===== config.mk =====
export PLATFORM = sky130hd
export DESIGN_NAME = calendar_datetime_offset_add
export DESIGN_NICKNAME = d
export VERILOG_FILES = /design/src/hdl/cdo_pkg.sv /design/src/hdl/cdo_div.sv /design/src/hdl/cdo_dp.sv /design/src/hdl/cdo_ctrl.sv /design/src/hdl/calendar_datetime_offset_add.sv
export VERILOG_INCLUDE_DIRS = /design/src /design/src/hdl
export SDC_FILE = /design/constraint.sdc
export NUM_CORES = 1
export LEC_CHECK = 0
export BUFFER_PORTS_ARGS = -buffer_cell sky130_fd_sc_hd__buf_2
export CAP_MARGIN = 0
export CORE_MARGIN = 2
export CORE_UTILIZATION = 63
export DETAILED_ROUTE_END_ITERATION = 10
export PLACE_DENSITY = 0.89
export SLEW_MARGIN = 20
export SYNTH_ARGS = -nofsm -noshare
export SYNTH_HDL_FRONTEND = slang
export SYNTH_SLANG_ARGS = --single-unit

===== constraint.sdc =====
create_clock -name clock -period 6.7 [get_ports clock]
set_input_delay 0.335 -clock clock [delete_from_list [all_inputs] [get_ports clock]]
set_output_delay 0.335 -clock clock [all_outputs]
set_load 0.01 [all_outputs]

===== src/hdl/assert_macros.svh =====
// Assertion helpers shared by the block's modules.
// Every check is clocked on clock and is off while reset is high.
`ifndef ASSERT_MACROS_SVH
`define ASSERT_MACROS_SVH
// Same-cycle implication: cons must hold whenever ante holds.
`define CDO_ASSERT_IMP(label, ante, cons, msg) \
   label: assert property (@(posedge clock) disable iff (reset) (ante) |-> (cons)) \
      else $error(msg);
// Next-cycle implication: cons must hold in the cycle after ante.
`define CDO_ASSERT_NXT(label, ante, cons, msg) \
   label: assert property (@(posedge clock) disable iff (reset) (ante) |=> (cons)) \
      else $error(msg);
`endif


===== src/hdl/cdo_pkg.sv =====
// ----------------------------------------------------------------------------
// cdo_pkg
// Types, constants and calendar helpers for the date/time offset adder.
// ----------------------------------------------------------------------------
package cdo_pkg;

   localparam int SecPerMin     = 60;
   localparam int HourPerDay    = 24;
   localparam int MonthsPerYear = 12;
   localparam int YearDays      = 365;
   localparam int LongMonth     = 31;
   localparam int LeapFeb       = 29;
   localparam int LeapStep      = 4;
   localparam int LeapCentury   = 100;
   localparam int LeapQuad      = 400;

   // Widths of the internal arithmetic.
   localparam int DivW     = 17;            // widest sum fed to the divider
   localparam int RemW     = 6;             // remainder below 60
   localparam int QuotW    = 11;            // carries stay below 2048
   localparam int DaysW    = 17;            // whole days to walk
   localparam int YearW    = 12;
   localparam int LenW     = 9;             // 365 or 366

   // Reciprocals: n/60 = (n>>2)/15 and n/24 = (n>>3)/3, exact over 17-bit n.
   localparam int RcpW      = 16;
   localparam int Recip15   = 34953;        // ceil(2^19 / 15)
   localparam int Recip15Sh = 19;
   localparam int Recip3    = 21846;        // ceil(2^16 / 3)
   localparam int Recip3Sh  = 16;

   // Multiples of 25 that fit in the shifted year fields.
   localparam int Q25      = LeapCentury / LeapStep;
   localparam int Mult25Lo = (1 << (YearW - 2)) / Q25 + 1;
   localparam int Mult25Hi = (1 << (YearW - 4)) / Q25 + 1;

   localparam logic [4:0] MonthLen [0:12] = '{
      5'd31, 5'd31, 5'd28, 5'd31, 5'd30, 5'd31, 5'd30,
      5'd31, 5'd31, 5'd30, 5'd31, 5'd30, 5'd31
   };

   // Division jobs, run in this order.
   typedef enum logic [2:0] {
      OP_SEC   = 3'd0,   // (s1 + s2) / 60
      OP_MIN   = 3'd1,   // (mi1 + mi2 + carry) / 60
      OP_HOUR  = 3'd2,   // (h1 + h2 + carry) % 24
      OP_DSEC  = 3'd3,   // s2 / 60
      OP_DMIN  = 3'd4,   // (mi2 + carry) / 60
      OP_DHOUR = 3'd5    // (h2 + carry) / 24
   } op_type;

   typedef struct packed {
      logic   load;
      logic   div_start;
      logic   div_store;
      op_type op;
      logic   walk_en;
      logic   out_load;
   } cdo_cmd_type;

   typedef struct packed {
      logic div_done;
      logic walk_more;
   } cdo_stat_type;

   // Gregorian leap test: y%400==0, or y%4==0 and y%100!=0.
   // y%100==0 is y%4==0 with (y>>2)%25==0; y%400==0 is y%16==0 with (y>>4)%25==0.
   function automatic logic is_leap(input logic [YearW-1:0] y);
      logic hit100;
      logic hit400;
      hit100 = 1'b0;
      hit400 = 1'b0;
      for (int k = 0; k < Mult25Lo; k++) begin
         if (y[YearW-1:2] == (YearW-2)'(k * Q25)) hit100 = 1'b1;
      end
      for (int k = 0; k < Mult25Hi; k++) begin
         if (y[YearW-1:4] == (YearW-4)'(k * Q25)) hit400 = 1'b1;
      end
      return (y[3:0] == 4'd0 && hit400) || (y[1:0] == 2'd0 && !hit100);
   endfunction

   // Month length; out-of-range months count as 31 days.
   function automatic logic [4:0] month_days(input logic [YearW-1:0] y,
                                             input logic [3:0] m);
      if (m == 4'd0 || m > 4'(MonthsPerYear)) return 5'(LongMonth);
      if (m == 4'd2 && is_leap(y)) return 5'(LeapFeb);
      return MonthLen[m];
   endfunction

endpackage


===== src/hdl/cdo_div.sv =====
// ----------------------------------------------------------------------------
// cdo_div
// Divider by 60 or 24 through reciprocal multiplication.
// ----------------------------------------------------------------------------
`include "assert_macros.svh"

module cdo_div import cdo_pkg::*; (
   input  logic            clock,
   input  logic            reset,
   input  logic            start,
   input  logic            sel24,
   input  logic [DivW-1:0] numer,
   output logic            done,
   output logic [DivW-1:0] quot,
   output logic [RemW-1:0] rem
);

   localparam int DoneLag = 2;
   localparam int ProdW   = DivW - 2 + RcpW;

   logic             stage_ff;
   logic             done_ff;
   logic             sel24_ff;
   logic [DivW-1:0]  num_ff;
   logic [DivW-1:0]  quot_ff, quot_in;
   logic [ProdW-1:0] prod60, prod24;
   logic [DivW-1:0]  qd;

   // 60 = 4 * 15 and 24 = 8 * 3: drop the power of two, then multiply by
   // the reciprocal of the odd part.
   assign prod60  = ProdW'(num_ff[DivW-1:2]) * ProdW'(Recip15);
   assign prod24  = ProdW'(num_ff[DivW-1:3]) * ProdW'(Recip3);
   assign quot_in = sel24_ff ? DivW'(prod24 >> Recip3Sh) : DivW'(prod60 >> Recip15Sh);

   // q * 24 = q * 16 + q * 8, q * 60 = q * 64 - q * 4 (mod 2^17 is enough)
   assign qd      = sel24_ff ? (quot_ff << 4) + (quot_ff << 3)
                             : (quot_ff << 6) - (quot_ff << 2);

   always_ff @(posedge clock) begin
      if (reset) begin
         stage_ff <= 1'b0;
         done_ff  <= 1'b0;
      end else begin
         stage_ff <= start;
         done_ff  <= stage_ff;
      end
   end

   always_ff @(posedge clock) begin
      if (start) begin
         num_ff   <= numer;
         sel24_ff <= sel24;
      end
      if (stage_ff) begin
         quot_ff <= quot_in;
      end
   end

   assign done = done_ff;
   assign quot = quot_ff;
   assign rem  = RemW'(num_ff - qd);

   // A result shows up through the stage and done registers after its start.
   `CDO_ASSERT_IMP(a_div_lag, done_ff, $past(start, DoneLag), "divider done without start")

endmodule


===== src/hdl/cdo_dp.sv =====
// ----------------------------------------------------------------------------
// cdo_dp
// Datapath: request capture, carry divisions, calendar walk, result register.
// ----------------------------------------------------------------------------
module cdo_dp import cdo_pkg::*; (
   input  logic         clock,
   input  logic         reset,
   input  cdo_cmd_type  cmd,
   output cdo_stat_type status,
   input  logic [11:0]  req_start_year,
   input  logic [3:0]   req_start_month,
   input  logic [4:0]   req_start_day,
   input  logic [4:0]   req_start_hour,
   input  logic [5:0]   req_start_minute,
   input  logic [5:0]   req_start_second,
   input  logic [15:0]  req_add_days,
   input  logic [15:0]  req_add_hours,
   input  logic [15:0]  req_add_minutes,
   input  logic [15:0]  req_add_seconds,
   output logic [11:0]  rsp_result_year,
   output logic [3:0]   rsp_result_month,
   output logic [4:0]   rsp_result_day,
   output logic [4:0]   rsp_result_hour,
   output logic [5:0]   rsp_result_minute,
   output logic [5:0]   rsp_result_second
);

   // captured request
   logic [4:0]  h1_ff;
   logic [5:0]  mi1_ff, s1_ff;
   logic [15:0] d2_ff, h2_ff, mi2_ff, s2_ff;

   // division results
   logic [QuotW-1:0] qs_ff, qm_ff, cq_ff;
   logic [5:0]       sec_ff, min_ff;
   logic [4:0]       hour_ff;

   // walk state
   logic [YearW-1:0] year_ff;
   logic [3:0]       month_ff;
   logic [4:0]       date_ff;
   logic [DaysW-1:0] days_ff;

   // result register
   logic [11:0] ry_ff;
   logic [3:0]  rmo_ff;
   logic [4:0]  rd_ff, rh_ff;
   logic [5:0]  rmi_ff, rs_ff;

   logic [DivW-1:0] numer, quot;
   logic [RemW-1:0] rem;
   logic            sel24, div_done, wrap;

   logic [4:0]       dim;
   logic [DaysW:0]   span;
   logic             more, feb_leap, year_ok;
   logic [YearW-1:0] y_next;
   logic [LenW-1:0]  year_len;
   logic [DaysW-1:0] days_step;

   cdo_div u_div (
      .clock (clock),
      .reset (reset),
      .start (cmd.div_start),
      .sel24 (sel24),
      .numer (numer),
      .done  (div_done),
      .quot  (quot),
      .rem   (rem)
   );

   assign sel24 = cmd.op == OP_HOUR || cmd.op == OP_DHOUR;

   always_comb begin
      case (cmd.op)
         OP_SEC:   numer = DivW'(s1_ff) + DivW'(s2_ff);
         OP_MIN:   numer = DivW'(mi1_ff) + DivW'(mi2_ff) + DivW'(qs_ff);
         OP_HOUR:  numer = DivW'(h1_ff) + DivW'(h2_ff) + DivW'(qm_ff);
         OP_DSEC:  numer = DivW'(s2_ff);
         OP_DMIN:  numer = DivW'(mi2_ff) + DivW'(cq_ff);
         OP_DHOUR: numer = DivW'(h2_ff) + DivW'(cq_ff);
         default:  numer = '0;
      endcase
   end

   // Time of day went backwards: one more whole day.
   assign wrap = {hour_ff, min_ff, sec_ff} < {h1_ff, mi1_ff, s1_ff};

   // Calendar walk step
   assign dim       = month_days(year_ff, month_ff);
   assign span      = {1'b0, days_ff} + (DaysW+1)'(date_ff);
   assign more      = span > (DaysW+1)'(dim);
   assign y_next    = year_ff + YearW'(1);
   assign feb_leap  = (month_ff <= 4'd2) ? is_leap(year_ff) : is_leap(y_next);
   assign year_len  = LenW'(YearDays) + LenW'(feb_leap);
   assign year_ok   = date_ff == 5'd1 && month_ff != 4'd0 &&
                      month_ff <= 4'(MonthsPerYear) && days_ff >= DaysW'(year_len);
   assign days_step = DaysW'(span - (DaysW+1)'(dim) - (DaysW+1)'(1));

   always_ff @(posedge clock) begin
      if (cmd.load) begin
         h1_ff  <= req_start_hour;
         mi1_ff <= req_start_minute;
         s1_ff  <= req_start_second;
         d2_ff  <= req_add_days;
         h2_ff  <= req_add_hours;
         mi2_ff <= req_add_minutes;
         s2_ff  <= req_add_seconds;
      end
   end

   always_ff @(posedge clock) begin
      if (cmd.div_store) begin
         case (cmd.op)
            OP_SEC: begin
               qs_ff  <= quot[QuotW-1:0];
               sec_ff <= rem;
            end
            OP_MIN: begin
               qm_ff  <= quot[QuotW-1:0];
               min_ff <= rem;
            end
            OP_HOUR:  hour_ff <= rem[4:0];
            OP_DSEC:  cq_ff   <= quot[QuotW-1:0];
            OP_DMIN:  cq_ff   <= quot[QuotW-1:0];
            default: ;
         endcase
      end
   end

   always_ff @(posedge clock) begin
      if (cmd.load) begin
         year_ff  <= req_start_year;
         month_ff <= req_start_month;
         date_ff  <= req_start_day;
      end else if (cmd.div_store && cmd.op == OP_DHOUR) begin
         days_ff <= DaysW'(d2_ff) + quot + DaysW'(wrap);
      end else if (cmd.walk_en && more) begin
         if (year_ok) begin
            // whole year at once: twelve month steps from the first of a month
            year_ff <= y_next;
            days_ff <= days_ff - DaysW'(year_len);
         end else begin
            days_ff <= days_step;
            date_ff <= 5'd1;
            if (month_ff == 4'd0) begin
               month_ff <= 4'd1;
            end else if (month_ff < 4'(MonthsPerYear)) begin
               month_ff <= month_ff + 4'd1;
            end else begin
               month_ff <= 4'd1;
               year_ff  <= y_next;
            end
         end
      end
   end

   always_ff @(posedge clock) begin
      if (cmd.out_load) begin
         ry_ff  <= year_ff;
         rmo_ff <= month_ff;
         rd_ff  <= date_ff + days_ff[4:0];   // walk leaves days within the month
         rh_ff  <= hour_ff;
         rmi_ff <= min_ff;
         rs_ff  <= sec_ff;
      end
   end

   assign status.div_done  = div_done;
   assign status.walk_more = more;

   assign rsp_result_year   = ry_ff;
   assign rsp_result_month  = rmo_ff;
   assign rsp_result_day    = rd_ff;
   assign rsp_result_hour   = rh_ff;
   assign rsp_result_minute = rmi_ff;
   assign rsp_result_second = rs_ff;

endmodule


===== src/hdl/cdo_ctrl.sv =====
// ----------------------------------------------------------------------------
// cdo_ctrl
// Sequencer: request intake, six divider jobs, calendar walk, result hand-off.
// ----------------------------------------------------------------------------
`include "assert_macros.svh"

module cdo_ctrl import cdo_pkg::*; (
   input  logic         clock,
   input  logic         reset,
   input  logic         req_valid,
   output logic         req_ready,
   output logic         rsp_valid,
   input  logic         rsp_ready,
   input  cdo_stat_type status,
   output cdo_cmd_type  cmd
);

   typedef enum logic [3:0] {
      ST_IDLE  = 4'b0001,
      ST_ISSUE = 4'b0010,
      ST_WAIT  = 4'b0100,
      ST_WALK  = 4'b1000
   } state_type;

   state_type state_ff, state_in;
   op_type    op_ff, op_in;
   logic      rsp_valid_ff, rsp_valid_in;
   logic      out_free;

   assign out_free  = !rsp_valid_ff || rsp_ready;
   assign req_ready = state_ff == ST_IDLE;
   assign rsp_valid = rsp_valid_ff;

   always_comb begin
      state_in      = state_ff;
      op_in         = op_ff;
      rsp_valid_in  = rsp_valid_ff && !rsp_ready;
      cmd.load      = 1'b0;
      cmd.div_start = 1'b0;
      cmd.div_store = 1'b0;
      cmd.op        = op_ff;
      cmd.walk_en   = 1'b0;
      cmd.out_load  = 1'b0;
      unique case (state_ff)
         ST_IDLE: begin
            if (req_valid) begin
               cmd.load = 1'b1;
               op_in    = OP_SEC;
               state_in = ST_ISSUE;
            end
         end
         ST_ISSUE: begin
            cmd.div_start = 1'b1;
            state_in      = ST_WAIT;
         end
         ST_WAIT: begin
            if (status.div_done) begin
               cmd.div_store = 1'b1;
               if (op_ff == OP_DHOUR) begin
                  state_in = ST_WALK;
               end else begin
                  state_in = ST_ISSUE;
                  case (op_ff)
                     OP_SEC:  op_in = OP_MIN;
                     OP_MIN:  op_in = OP_HOUR;
                     OP_HOUR: op_in = OP_DSEC;
                     OP_DSEC: op_in = OP_DMIN;
                     default: op_in = OP_DHOUR;
                  endcase
               end
            end
         end
         ST_WALK: begin
            cmd.walk_en = 1'b1;
            if (!status.walk_more && out_free) begin
               cmd.out_load = 1'b1;
               rsp_valid_in = 1'b1;
               state_in     = ST_IDLE;
            end
         end
         default: state_in = ST_IDLE;
      endcase
   end

   always_ff @(posedge clock) begin
      if (reset) begin
         state_ff     <= ST_IDLE;
         op_ff        <= OP_SEC;
         rsp_valid_ff <= 1'b0;
      end else begin
         state_ff     <= state_in;
         op_ff        <= op_in;
         rsp_valid_ff <= rsp_valid_in;
      end
   end

   `CDO_ASSERT_IMP(a_done_in_wait, status.div_done, state_ff == ST_WAIT, "divider done outside wait")
   `CDO_ASSERT_NXT(a_walk_delivers, state_ff == ST_WALK && !status.walk_more && !rsp_valid_ff, rsp_valid_ff, "finished walk not delivered")

endmodule


===== src/hdl/calendar_datetime_offset_add.sv =====
// ----------------------------------------------------------------------------
// calendar_datetime_offset_add: Gregorian date/time plus day/hour/min/sec offsets
// The calendar walk takes N steps (one per whole year, one per single month,
// about 200 at most). One request at a time: the next one is taken only
// after the previous response is loaded. Sync reset.
// ----------------------------------------------------------------------------
//
// Flow of one request:
//   - capture the fields, then run six jobs through one shared divider
//     (by 60 or 24 through a reciprocal multiply, each job an issue state
//     then a wait for done): seconds carry, minutes carry, hour of day, and the
//     whole days hidden in the hour, minute and second offsets.
//   - add one day when the resulting time of day lies before the start.
//   - walk the day count forward: a whole year per cycle while sitting on
//     day 1 of a real month with at least a year's worth left, otherwise
//     one month per cycle. Leap years follow the Gregorian rule on the
//     12-bit year, which wraps past 4095.
//   - the result goes to an output register. If the previous response is
//     still waiting there, the finished walk simply holds.
// Odd inputs (month 0 or above 12, day past month end, day 0, oversized
// time fields) flow through the same arithmetic without special handling.
// Reset clears the sequencer and response valid; data registers are not reset.

module calendar_datetime_offset_add import cdo_pkg::*; (
   input  logic        clock,
   input  logic        reset,
   input  logic        req_valid,
   output logic        req_ready,
   input  logic [11:0] req_start_year,
   input  logic [3:0]  req_start_month,
   input  logic [4:0]  req_start_day,
   input  logic [4:0]  req_start_hour,
   input  logic [5:0]  req_start_minute,
   input  logic [5:0]  req_start_second,
   input  logic [15:0] req_add_days,
   input  logic [15:0] req_add_hours,
   input  logic [15:0] req_add_minutes,
   input  logic [15:0] req_add_seconds,
   output logic        rsp_valid,
   input  logic        rsp_ready,
   output logic [11:0] rsp_result_year,
   output logic [3:0]  rsp_result_month,
   output logic [4:0]  rsp_result_day,
   output logic [4:0]  rsp_result_hour,
   output logic [5:0]  rsp_result_minute,
   output logic [5:0]  rsp_result_second
);

   cdo_cmd_type  cmd;
   cdo_stat_type status;

   // sequencer
   cdo_ctrl u_ctrl (
      .clock     (clock),
      .reset     (reset),
      .req_valid (req_valid),
      .req_ready (req_ready),
      .rsp_valid (rsp_valid),
      .rsp_ready (rsp_ready),
      .status    (status),
      .cmd       (cmd)
   );

   // arithmetic, walk and response register
   cdo_dp u_dp (
      .clock             (clock),
      .reset             (reset),
      .cmd               (cmd),
      .status            (status),
      .req_start_year    (req_start_year),
      .req_start_month   (req_start_month),
      .req_start_day     (req_start_day),
      .req_start_hour    (req_start_hour),
      .req_start_minute  (req_start_minute),
      .req_start_second  (req_start_second),
      .req_add_days      (req_add_days),
      .req_add_hours     (req_add_hours),
      .req_add_minutes   (req_add_minutes),
      .req_add_seconds   (req_add_seconds),
      .rsp_result_year   (rsp_result_year),
      .rsp_result_month  (rsp_result_month),
      .rsp_result_day    (rsp_result_day),
      .rsp_result_hour   (rsp_result_hour),
      .rsp_result_minute (rsp_result_minute),
      .rsp_result_second (rsp_result_second)
   );

endmodule


==> Word-level counts from Yosys, hierarchy flattened <==
Memory sizes are Yosys's and may differ from the RTL's.
Cells that the tools add are included.
{ "word_totals": {"register_bits": 248, "rom_bits": 80, "n_memories": 1, "inputBits": 106} }
{ "op_classes": {"bitwise_logic": 2, "n_mul": 2, "magnitude_cmp": 8, "muxes": 157, "n_eq_ne": 119, "add_sub_neg": 20, "n_reduce_logical": 50} }
{ "mem_list": {"columns": ["name", "depth", "width", "read_ports", "rd_ports_with_merged_regs", "wr", "line", "source"], "rows": [
  ["(name not given)", 16, 5, 1, 0, 0, "cdo_pkg.sv:87", "return MonthLen[m];"]
]} }
{ "op_table": {"columns": ["operator", "count"], "rows": [
  ["$eq 10x10->1 const B", 40],
  ["$eq 10x9->1 const B", 20],
  ["$mux 1", 118],
  ["$pmux 17 s6", 1],
  ["$eq 10x8->1 const B", 10],
  ["$mux 12", 7],
  ["$eq 8x8->1 const B", 10],
  ["$eq 10x7->1 const B", 6],
  ["$mux 17", 3],
  ["$mux 5", 10],
  ["$eq 8x7->1 const B", 6],
  ["$mux 4", 10],
  ["$add 16x11->17", 2],
  ["$add 17x11->17", 2],
  ["$add 6x16->17", 2],
  ["$mul 15x16->31 const B", 1],
  ["$mul 14x14->28 const B", 1],
  ["$eq 10x5->1 const B", 2],
  ["$eq 10x6->1 const B", 2],
  ["$logic_not 10->1", 2],
  ["$add 17x5->18", 1],
  ["$gt 18x5->1", 1],
  ["$add 16x13->17", 1],
  ["$add 17x1->17", 1],
  ["other kinds (52)", 99]
]} }

==> Longest topological paths before layout <==
Gate-level depths: netlist (run 1).
{ "logic_depth": {"depth_word": 60, "mapped_depth": 24} }

==> Hierarchy <==
Synthesis (run 1) repeated with hierarchy kept, for this count alone.
{ "hier_totals": {"cells_unflattened": 2180, "area_unflattened_um2": 21963.6} }
{ "by_module_without_submodules": {"columns": ["module", "area_per_inst_um2", "n_inst", "seq_area_each_um2", "cells_each"], "rows": [
  ["cdo_dp", 14526.4, 1, 6216.0, 1432],
  ["cdo_div", 6925.4, 1, 970.9, 691],
  ["cdo_ctrl", 511.7, 1, 160.2, 57]
]} }

==> Least setup slack after synthesis (run 1) <==
Ideal clock, no wire load.
{ "synth_timing": {"kind": "reg-to-reg", "startpoint": "register u_dp.year_ff[1]", "endpoint": "register u_dp.year_ff[0] (enable)", "setup_time_ps": 398, "period_less_slack_ps": 5863, "slack_ps": 837, "required_ps": 6302, "stages_incl_launch_ff": 23, "arrival_ps": 5466, "n_path_buf": 5, "path_cell_list": "edfxtp_1 > ha_1 > buf_2 > and3_1 > clkbuf_1 > xnor2_1 > and2_1 > clkbuf_1 > o2bb2ai_1 > a211oi_1 > a2111oi_0 > nor4_1 > a21o_1 > ha_1 > nor2b_1 > o211ai_1 > a21oi_1 > o21a_1 > o21a_1 > clkbuf_1 > clkbuf_1 > a21oi_1 > o21ai_0"} }
{ "synth_between": {"elab_chain_len": 52, "word_cells_on_any_way": 135, "classes_between": "add/sub: 2; order compare: 2; eq/ne: 52; mux: 58; reduce/logical: 21"} }
{ "synth_rtl": {"columns": ["item", "line", "source"], "rows": [
  ["from (decl)", "cdo_dp.sv:39", "logic [YearW-1:0] year_ff;"],
  ["from (signal assigned)", "cdo_dp.sv:133", "year_ff <= req_start_year;"],
  ["from (signal assigned)", "cdo_dp.sv:141", "year_ff <= y_next;"],
  ["from (signal assigned)", "cdo_dp.sv:152", "year_ff <= y_next;"],
  ["$add 12x1->12", "cdo_dp.sv:93", "assign y_next = year_ff + YearW'(1);"],
  ["$logic_not 10->1", "cdo_pkg.sv:74", "if (y[YearW-1:2] == (YearW-2)'(k * Q25)) hit100 = 1'b1;"],
  ["$mux 1 (41 in a row)", "cdo_pkg.sv:74", null],
  ["$logic_not 1->1", "cdo_pkg.sv:79", "return (y[3:0] == 4'd0 && hit400) || (y[1:0] == 2'd0 && !hit100);"],
  ["$logic_and 1x1->1", "cdo_pkg.sv:79", null],
  ["$logic_or 1x1->1", "cdo_pkg.sv:79", null],
  ["$mux 1", "cdo_dp.sv:94", "assign feb_leap = (month_ff <= 4'd2) ? is_leap(year_ff) : is_leap(y_next);"],
  ["$add 9x1->9", "cdo_dp.sv:95", "assign year_len = LenW'(YearDays) + LenW'(feb_leap);"],
  ["$ge 17x9->1", "cdo_dp.sv:97", "month_ff <= 4'(MonthsPerYear) && days_ff >= DaysW'(year_len);"],
  ["$logic_and 1x1->1", "cdo_dp.sv:97", null],
  ["$ne 3x2->1 (no source line)", null, null],
  ["$reduce_and 4->1 (no source line) (*)", null, null]
]} }
Every way passes the cells marked *; elsewhere a longest branch is shown, timed or not. The select of a mux whose other input is x is not followed.
A chain may end at the register's enable or synchronous reset.

==> Final worst setup path (run 1) <==
{ "layout_timing": {"startpoint": "register u_dp.year_ff[0]", "endpoint": "register u_dp.days_ff[16] (data pin)"} }
{ "layout_between": {"elab_chain_len": 53, "word_cells_on_any_way": 135, "classes_between": "add/sub: 5; order compare: 1; eq/ne: 50; mux: 61; reduce/logical: 18"} }
{ "layout_rtl": {"columns": ["item", "line", "source"], "rows": [
  ["$add 12x1->12", "cdo_dp.sv:93", null],
  ["$logic_not 10->1", "cdo_pkg.sv:74", null],
  ["$mux 1 (41 in a row)", "cdo_pkg.sv:74", null],
  ["$logic_not 1->1", "cdo_pkg.sv:79", null],
  ["$logic_and 1x1->1", "cdo_pkg.sv:79", null],
  ["$logic_or 1x1->1", "cdo_pkg.sv:79", null],
  ["$mux 1", "cdo_dp.sv:94", null],
  ["$add 9x1->9", "cdo_dp.sv:95", null],
  ["$ge 17x9->1", "cdo_dp.sv:97", null],
  ["$logic_and 1x1->1", "cdo_dp.sv:97", null],
  ["$mux 17 (*)", "cdo_dp.sv:139", "if (year_ok) begin"],
  ["$mux 17 (*)", "cdo_dp.sv:138", "end else if (cmd.walk_en && more) begin"],
  ["$mux 17 (*)", "cdo_dp.sv:136", "end else if (cmd.div_store && cmd.op == OP_DHOUR) begin"],
  ["to (signal assigned)", "cdo_dp.sv:137", "days_ff <= DaysW'(d2_ff) + quot + DaysW'(wrap);"],
  ["to (signal assigned)", "cdo_dp.sv:142", "days_ff <= days_ff - DaysW'(year_len);"],
  ["to (signal assigned)", "cdo_dp.sv:144", "days_ff <= days_step;"],
  ["to (decl)", "cdo_dp.sv:42", "logic [DaysW-1:0] days_ff;"]
]} }
Marked as above.

==> reports/summary.log, run 1 <==
qor: yosys.synth-main-ff-cell sky130_fd_sc_hd__edfxtp_1
qor: worst_setup_path.timing.rr.end u_dp.days_ff[16]$_DFFE_PP_
qor: clocking.cts_buffer_count 29
qor: pwr.total_switching_power 3.008 mW
qor: place.place.gp.congestion 0.9710
qor: clocking.cts_htree_levels 1
qor: yosys.synth-edff-count 238
qor: sta.worst_clock_skew_on_the_final_layout 0.04325 ns
qor: routing.drt_iter0_markers 2300
qor: sta.finalCriticalPeriod 6.077 ns
qor: worst_setup_path.critPathRequiredTime 7.13 ns
qor: clocking.post-cts-setup-buffers 0
qor: sta.setup_tns 0 ns
qor: clocking.clock_insertion_delay_worst_skew 0.60 ns
qor: routing.detail_route.drc_violations 0
qor: pwr.pwr-share-comb 49.8%
qor: yosys.synthDominantAreaCellType sky130_fd_sc_hd__edfxtp_1
qor: worst_setup_path.type_of_the_worst_setup_path reg2reg
qor: die.die_height 187.8 um
qor: die.design.die.area 35260 um^2
qor: yosys.synth.top_cells.by_area sky130_fd_sc_hd__edfxtp_1 34%, sky130_fd_sc_hd__ha_1 16%, sky130_fd_sc_hd__fa_1 9.2%
qor: yosys.synth_area_per_cell 10.22 um^2
qor: die.placement_rows 67
qor: sta.rsz0062_at_grt no
qor: sta.tightest_slew 0.9933 ns
qor: worst_hold_path.hold_path.class in2reg
qor: yosys.synth.most_common_cell sky130_fd_sc_hd__ha_1
qor: pwr.power.share.sequential 28.7%
qor: yosys.total_of_flip_flops_plus_latches_after_synthesis 248
qor: yosys.ys.warnings.count 0
qor: clocking.clk_root_buffer_cell sky130_fd_sc_hd__clkbuf_16
qor: clocking.clkSlewWorstSetupHoldPaths 0.06 ns
qor: die.floorplan.initialDensity 63.77%
qor: yosys.syn_area 21280 um^2
qor: yosys.share_of_synthesized_flip_flops_with_an_asynchronous_set_or_reset 0%
qor: routing.detail-route-antenna-nets 0
qor: pwr.ir_drop_worst_case_vdd 0.2124 mV
qor: worst_setup_path.crit_path_max_fanout 21
qor: pwr.power.clock.fraction 21.5%
qor: routing.dr.pass1.iters 8
qor: clocking.cts_sinks 248
qor: worst_setup_path.critPathLaunchType flop
qor: cells_and_area.layout_cells_sized_above_1 11.58%
qor: yosys.synth_seq_area_share 34.53%
qor: worst_setup_path.cp-startpoint u_dp.year_ff[0]$_DFFE_PP_
qor: global_routing.pin_count_of_the_biggest_net_entering_global_routing 51
qor: pwr.cell_internal_pwr 4.356 mW
qor: worst_setup_path.worst_setup_path_end u_dp.days_ff[16]$_DFFE_PP_
qor: place.dpl.hpwl 43960 um
qor: die.floorplan.die.width 187.8 um
qor: global_routing.grt_first_pass_wirelength 94810 um
qor: worst_setup_path.cp.arrival 6.50 ns
qor: sta.fmax 164.6 MHz
qor: yosys.netlist-cell-type-count 93
qor: routing.vias 17880
qor: sta.setup_viol_count_final 0
qor: worst_hold_path.min-delay-start req_start_month[3]
qor: cells_and_area.finalNetCount 2774
qor: global_routing.grt_pass1_vias 17860
qor: clocking.clock_tree.buffer_depth 3
qor: routing.totalWireLength 59970 um
qor: pwr.leakagePower 10.40 nW
qor: die.core_area 33360 um^2
qor: sta.timing.slew.headroom 33.78%
qor: yosys.synth_fp_nets 2564
qor: cells_and_area.n_fill_cell 2309
qor: yosys.post_synth_inst_count 2082
qor: run.max-cap-violations 0
qor: pwr.cellPowerDensity 304.1 nW/um^2
qor: run_status.result_of_the_run completed
qor: global_routing.grt_remaining_overflow 0
qor: pwr.power.switching_fraction 40.85%
qor: sta.report.final.hold_viol_count 0
qor: place.port-buffer-count 145
qor: worst_setup_path.crit-reg2reg-launch u_dp.year_ff[0]$_DFFE_PP_
qor: sta.fin_hold_ws 0.03149 ns
qor: routing.vias_per_cell 6.467
qor: worst_setup_path.regToRegSetupSlack 0.62 ns
qor: worst_setup_path.r2r.worst_path.cells 19
qor: sta.drv_slew 0
qor: die.design.portCount 146
qor: sta.period_share 90.70%
qor: routing.drt-wirelength-per-cell 21.70 um
qor: yosys.synth_largest_type_area_fraction 33.59%
qor: yosys.synth_common_cells 278 x sky130_fd_sc_hd__ha_1, 238 x sky130_fd_sc_hd__edfxtp_1, 230 x sky130_fd_sc_hd__inv_1
qor: global_routing.antenna_found_initial 1
qor: global_routing.gr-usage-all-layers 33.92%
qor: clocking.cts_tree built
qor: cells_and_area.area_added_between_synthesis_and_finish 13.84%
qor: worst_setup_path.crit_path_end_kind flop
metal layers:
layer | track usage, % | share of wire [%] | wire, um | vias up
li1 | - | - | - | 8024
met1 | 43.41 | 38 | 23070 | 8442
met2 | 56.64 | 47 | 28040 | 1153
met3 | 5.521 | 9.4 | 5653 | 257
met4 | 15.90 | 5.3 | 3207 | 0
met5 | 0 | 0 | 0 | -
final cells by class:
cell class	instances	area [um^2]	area share, %
clock inverters	14	142.6	0.5889
multi-input cells	1530	12780	52.77
inverters	231	869.6	3.590
flip-flops and latches	248	7347	30.33
clock buffers	39	783.3	3.234
diodes	2	5.005	0.02066
repair buffers	252	1732	7.150
well taps	448	560.5	2.314
what timing repair did:
item	CTS	global route
resized for setup	0	0
hold buffers	81	0
hold endpoints to repair	81	0
setup endpoints to repair	0	0
power by group through the flow:
stage | clock network, mW | logic [mW] | registers [mW]
floorplan | 0 | 2.64 | 2.03
global placement | 0 | 3.27 | 2.13
detailed placement | 0 | 3.45 | 2.13
CTS | 1.57 | 3.54 | 2.10
global route | 1.64 | 4.04 | 2.13
finish | 1.58 | 3.67 | 2.12
flip-flops by register name, summed over array words and instances (netlist names), 11 cells and up:
signal	count
u_dp.cq_ff	11
u_dp.d2_ff	16
u_dp.days_ff	17
u_dp.h2_ff	16
u_dp.mi2_ff	16
u_dp.qm_ff	11
u_dp.qs_ff	11
u_dp.rsp_result_year	12
u_dp.s2_ff	16
u_dp.u_div.num_ff	17
u_dp.u_div.quot	13
u_dp.year_ff	12
how the worst min path moves through the flow:
stage                                                endpoint  slack (ns)  cells past startpoint
final                              u_dp.month_ff[3]$_DFFE_PP_        0.03                      3
after global routing            u_dp.date_ff[0]$_SDFFCE_PN1P_        0.06                      2
after CTS                          u_dp.month_ff[3]$_DFFE_PP_        0.02                      3
after detailed placement  u_dp.rsp_result_minute[0]$_DFFE_PP_        0.45                      0
after global placement    u_dp.rsp_result_minute[0]$_DFFE_PP_        0.45                      0
after floorplan           u_dp.rsp_result_second[0]$_DFFE_PP_        0.42                      0
through the flow:
stage | std cells | instance area (um^2) | setup WS [ns] | power, mW | util (%)
2_1_floorplan | 2082 | 21280 | 0.8369 | 4.677 | -
3_3_place_gp | 2628 | 22470 | 1.054 | 5.397 | 67.34
3_5_place_dp | 2628 | 22470 | 0.9004 | 5.586 | 67.36
4_1_cts | 2762 | 24210 | 0.7830 | 7.217 | 72.56
5_1_grt | 2763 | 24220 | 0.04674 | 7.810 | 72.59
6_report | 2764 | 24220 | 0.6232 | 7.365 | 72.59
critical path, cell delays in order, from the launching register on:
cell and delay (ns):
sky130_fd_sc_hd__edfxtp_1 0.55, sky130_fd_sc_hd__ha_1 0.43, sky130_fd_sc_hd__nand3_1 0.29, sky130_fd_sc_hd__nor3_1 0.51, sky130_fd_sc_hd__a31oi_1 0.36, sky130_fd_sc_hd__o2bb2ai_1 0.29
sky130_fd_sc_hd__a211oi_1 0.10, sky130_fd_sc_hd__a2111oi_0 0.40, sky130_fd_sc_hd__nor4_1 0.12, sky130_fd_sc_hd__a21o_1 0.22, sky130_fd_sc_hd__ha_1 0.30, sky130_fd_sc_hd__nor2b_1 0.17
sky130_fd_sc_hd__o211ai_1 0.12, sky130_fd_sc_hd__a21oi_1 0.27, sky130_fd_sc_hd__o21a_1 0.22, sky130_fd_sc_hd__o21a_1 0.63, sky130_fd_sc_hd__o21ai_0 0.28, sky130_fd_sc_hd__and3_1 0.26
sky130_fd_sc_hd__mux2_1 0.29, sky130_fd_sc_hd__nor2_1 0.11
placed cells by master, fill, tap and decap left out, drive strengths merged, types with 25 or more instances in the layout:
cell | Yosys | routed
ha | 278 | 278
edfxtp | 238 | 238
inv | 231 | 233
buf | 25 | 171
nand2 | 125 | 125
nor2 | 114 | 114
a21oi | 111 | 111
fa | 98 | 98
o21ai | 85 | 85
dlygate4sd3 | 0 | 81
xnor2 | 66 | 66
nor3 | 47 | 47
xor2 | 40 | 40
nand3 | 40 | 40
clkbuf | 48 | 39
a21o | 38 | 38
nand2b | 35 | 35
a31oi | 29 | 29
and2 | 27 | 27
and3 | 25 | 25
cells by family after synthesis:
kind of cell	synth area share, %
multiplexers	1.923
AND/OR/NAND/NOR	12.71
AO/OA/AOI/OAI	15.40
buffers and inverters	5.505
XOR/XNOR	4.364
flip-flops	34.53
adder cells (fa/ha/maj)	25.57
Power figures use the tool's default switching activity.
==> run 2, diff against run 1 <==
CORE_UTILIZATION = 59   (was 63)
PLACE_DENSITY = 0.84   (was 0.89)
==> run 2 against run 1 <==
Net effect: worst setup slack worse by 0.076 ns; combinational power hardly changed; total power rose by 0.95%; sequential power about the same; final cell count grew 0.65%; critical path depth unchanged; non-clock buffer count grew 6; via count fell by 2.3%; fmax down 1.2%; clock power up 6%; hold slack got worse by 0.0037 ns; largest power group unchanged.
==> reports/summary.log, run 2 (synthesis gave the netlist of run 1 again) <==
qor: run_status.result_of_the_run completed
qor: sta.setup_tns 0 ns [unchanged]
qor: sta.drv_slew 0 [unchanged]
qor: worst_setup_path.timing.critical_path.slowest_cell_delay 0.65 ns [+0.02 ns]
qor: routing.dr.pass1.iters 6 [-2]
qor: worst_setup_path.cpLargestDelayFamily compound AO/OA/AOI/OAI gates
qor: cells_and_area.layout_common_cells 278 x sky130_fd_sc_hd__ha_1, 238 x sky130_fd_sc_hd__edfxtp_1, 229 x sky130_fd_sc_hd__inv_1
qor: worst_setup_path.critPathRequiredTime 7.15 ns [+0.02 ns]
qor: sta.timing.slew.headroom 21.52% [-12 points]
qor: clocking.clock_tree.buffer_depth 3 [unchanged]
qor: sta.worst_clock_skew_on_the_final_layout 0.02538 ns [-0.01787 ns]
qor: clocking.cts_tree built
qor: worst_setup_path.critical_path_buf_inv_count 0 [unchanged]
qor: worst_hold_path.hold_path.class in2reg
qor: clocking.clkSlewWorstSetupHoldPaths 0.06 ns [about the same]
qor: die.design.portCount 146 [unchanged]
qor: die.floorplan.die.width 193.9 um [+3.3%]
qor: sta.rsz0062_at_grt no
qor: global_routing.pin_count_of_the_biggest_net_entering_global_routing 65 [+27%]
qor: sta.setup_viol_count_final 0 [unchanged]
qor: worst_setup_path.type_of_the_worst_setup_path reg2reg
qor: worst_setup_path.cp.arrival 6.60 ns [+0.10 ns]
qor: worst_setup_path.slowest_stage sky130_fd_sc_hd__o21a_1
qor: sta.post-route-worst-setup-slack 0.5470 ns [-0.07614 ns]
qor: worst_setup_path.crit_chain ha_1, nand3_1, nor3_1, a31oi_1, o2bb2ai_1, a211oi_1, a2111oi_0, nor4_1, a21o_1, ha_1, nor2b_1, o211ai_1, a21oi_1, o21a_1, o21a_1, o21ai_0, and3_1, mux2_1, nor2_1
qor: place.setup_slack_at_placement 0.7647 ns [-0.1356 ns]
qor: cells_and_area.finalNetCount 2780 [+0.22%]
qor: routing.drt_iter0_markers 1936 [-16%]
qor: worst_setup_path.crit_path_max_fanout 21 [unchanged]
qor: cells_and_area.antenna-diode-count 0 [-2]
qor: clocking.cts_buffer_count 29 [unchanged]
qor: routing.detail_route.drc_violations 0 [unchanged]
qor: global_routing.grt_first_pass_wirelength 93820 um [-1.0%]
qor: worst_setup_path.crit_path_end_kind flop
qor: sta.fmax 162.5 MHz [-1.2%]
qor: global_routing.grt_remaining_overflow 0 [unchanged]
qor: clocking.cts_htree_levels 1 [unchanged]
qor: clocking.clk_root_buffer_cell sky130_fd_sc_hd__clkbuf_16
qor: die.core_area 35570 um^2 [+6.6%]
qor: routing.totalWireLength 59040 um [-1.6%]
qor: sta.tightest_slew 1.174 ns [+0.1808 ns]
qor: place.place.gp.congestion 0.9774 [+0.66%]
qor: sta.report.final.hold_viol_count 0 [unchanged]
qor: die.floorplan.initialDensity 59.81% [-4.0 points]
qor: pwr.cellPowerDensity 305.4 nW/um^2 [+0.43%]
qor: cells_and_area.biggestRegsByFlops u_dp.days_ff (17), u_dp.u_div.num_ff (17)
qor: die.design.die.area 37600 um^2 [+6.6%]
qor: routing.vias 17460 [-2.3%]
qor: cells_and_area.layout_cells_sized_above_1 11.93% [+0.35 points]
qor: place.dpl.hpwl 44500 um [+1.2%]
qor: sta.period_share 91.84% [+1.1 points]
qor: cells_and_area.area_added_between_synthesis_and_finish 14.44%
qor: worst_setup_path.critPathLaunchType flop
qor: run.max-cap-violations 0 [unchanged]
qor: routing.vias_per_cell 6.277 [-2.9%]
qor: clocking.cts.repair.resized 0 [unchanged]
qor: pwr.ir_drop_worst_case_vdd 0.2943 mV [+39%]
qor: clocking.cts_sinks 248 [unchanged]
qor: cells_and_area.final_common_cell sky130_fd_sc_hd__ha_1
qor: routing.drt-wirelength-per-cell 21.22 um [-2.2%]
qor: sta.finalCriticalPeriod 6.153 ns [+0.07614 ns]
qor: die.die_height 193.9 um [+3.3%]
qor: routing.detail-route-antenna-nets 0 [unchanged]
qor: global_routing.grt_pass1_vias 17570 [-1.6%]
qor: clocking.clock_insertion_delay_worst_skew 0.60 ns [about the same]
qor: die.placement_rows 69 [+3.0%]
qor: pwr.leakagePower 10.46 nW [+0.63%]
qor: global_routing.antenna_found_initial 0 [-1]
qor: place.port-buffer-count 145 [unchanged]
qor: global_routing.gr-usage-all-layers 31.10% [-2.8 points]
==> run 2: changes by cell type in the layout (fill, tap and decap cells not counted), moves of 2 or more <==
cell,previous run,this run
sky130_fd_sc_hd__clkbuf_8,2,0
sky130_fd_sc_hd__dlygate4sd3_1,81,83
sky130_fd_sc_hd__clkbuf_1,8,4
sky130_fd_sc_hd__buf_4,26,30
sky130_fd_sc_hd__bufinv_16,2,4
sky130_fd_sc_hd__inv_6,1,3
sky130_fd_sc_hd__diode_2,2,0
sky130_fd_sc_hd__clkinv_2,3,5
==> run 2: metal layers <==
metal	routed length (um)	track usage, %	vias to the layer above
met2	27780	51.90	842
li1	-	-	8041
met1	24040	41.46	8399
met4	2597	12.23	0
met3	4619	4.001	182
met5	0	0	-
==> run 2: metrics by stage <==
stage / cell area, um^2 / hold slack (ns) / instances / util [%] / power [mW]
after CTS: 24340 / 0.003536 / 2782 / 68.44 / 7.369
after floorplan: 21280 / 0.4168 / 2082 / - / 4.677
after global routing: 24350 / 0.04040 / 2782 / 68.45 / 7.928
after global placement: 22520 / 0.4511 / 2645 / 63.30 / 5.425
after detailed placement: 22520 / 0.4496 / 2645 / 63.30 / 5.613
final: 24350 / 0.02776 / 2782 / 68.45 / 7.435
==> run 2: layout make-up <==
class	instances	area (um^2)
Sequential cell	248	7347
Tap cell	461	576.8
Timing Repair Buffer	258	1782
Multi-Input combinational cell	1530	12780
Clock inverter	21	255.2
Clock buffer	33	740.7
Fill cell	2601	11220
Inverter	231	869.6
==> run 2: where the power goes <==
part	total (mW)	internal, mW	switching [mW]
Clock	1.68	0.965	0.714
Sequential	2.11	1.92	0.195
Combinational	3.64	1.54	2.10
==> run 2: final timing paths <==
| kind | startpoint | to | slack (ns) | depth (start not counted) |
|---|---|---|---|---|
| worst max-delay path | u_dp.year_ff[0]$_DFFE_PP_ | u_dp.days_ff[16]$_DFFE_PP_ | 0.55 | 19 |
| worst min-delay path | req_start_year[7] | u_dp.year_ff[7]$_DFFE_PP_ | 0.03 | 3 |
| worst max register to register | u_dp.year_ff[0]$_DFFE_PP_ | u_dp.days_ff[16]$_DFFE_PP_ | 0.55 | 19 |
| worst min register to register | u_dp.min_ff[0]$_DFFE_PP_ | u_dp.rsp_result_minute[0]$_DFFE_PP_ | 0.46 | 0 |
==> run 2: timing repair <==
action,CTS,global route
hold endpoints to repair,83,0
buffers inserted,0,0
hold buffers,83,0
==> run 2: worst min-delay path, stage by stage <==
cell	delay, ns
sky130_fd_sc_hd__buf_2	0.08
sky130_fd_sc_hd__nand2_1	0.04
sky130_fd_sc_hd__o21ai_0	0.05
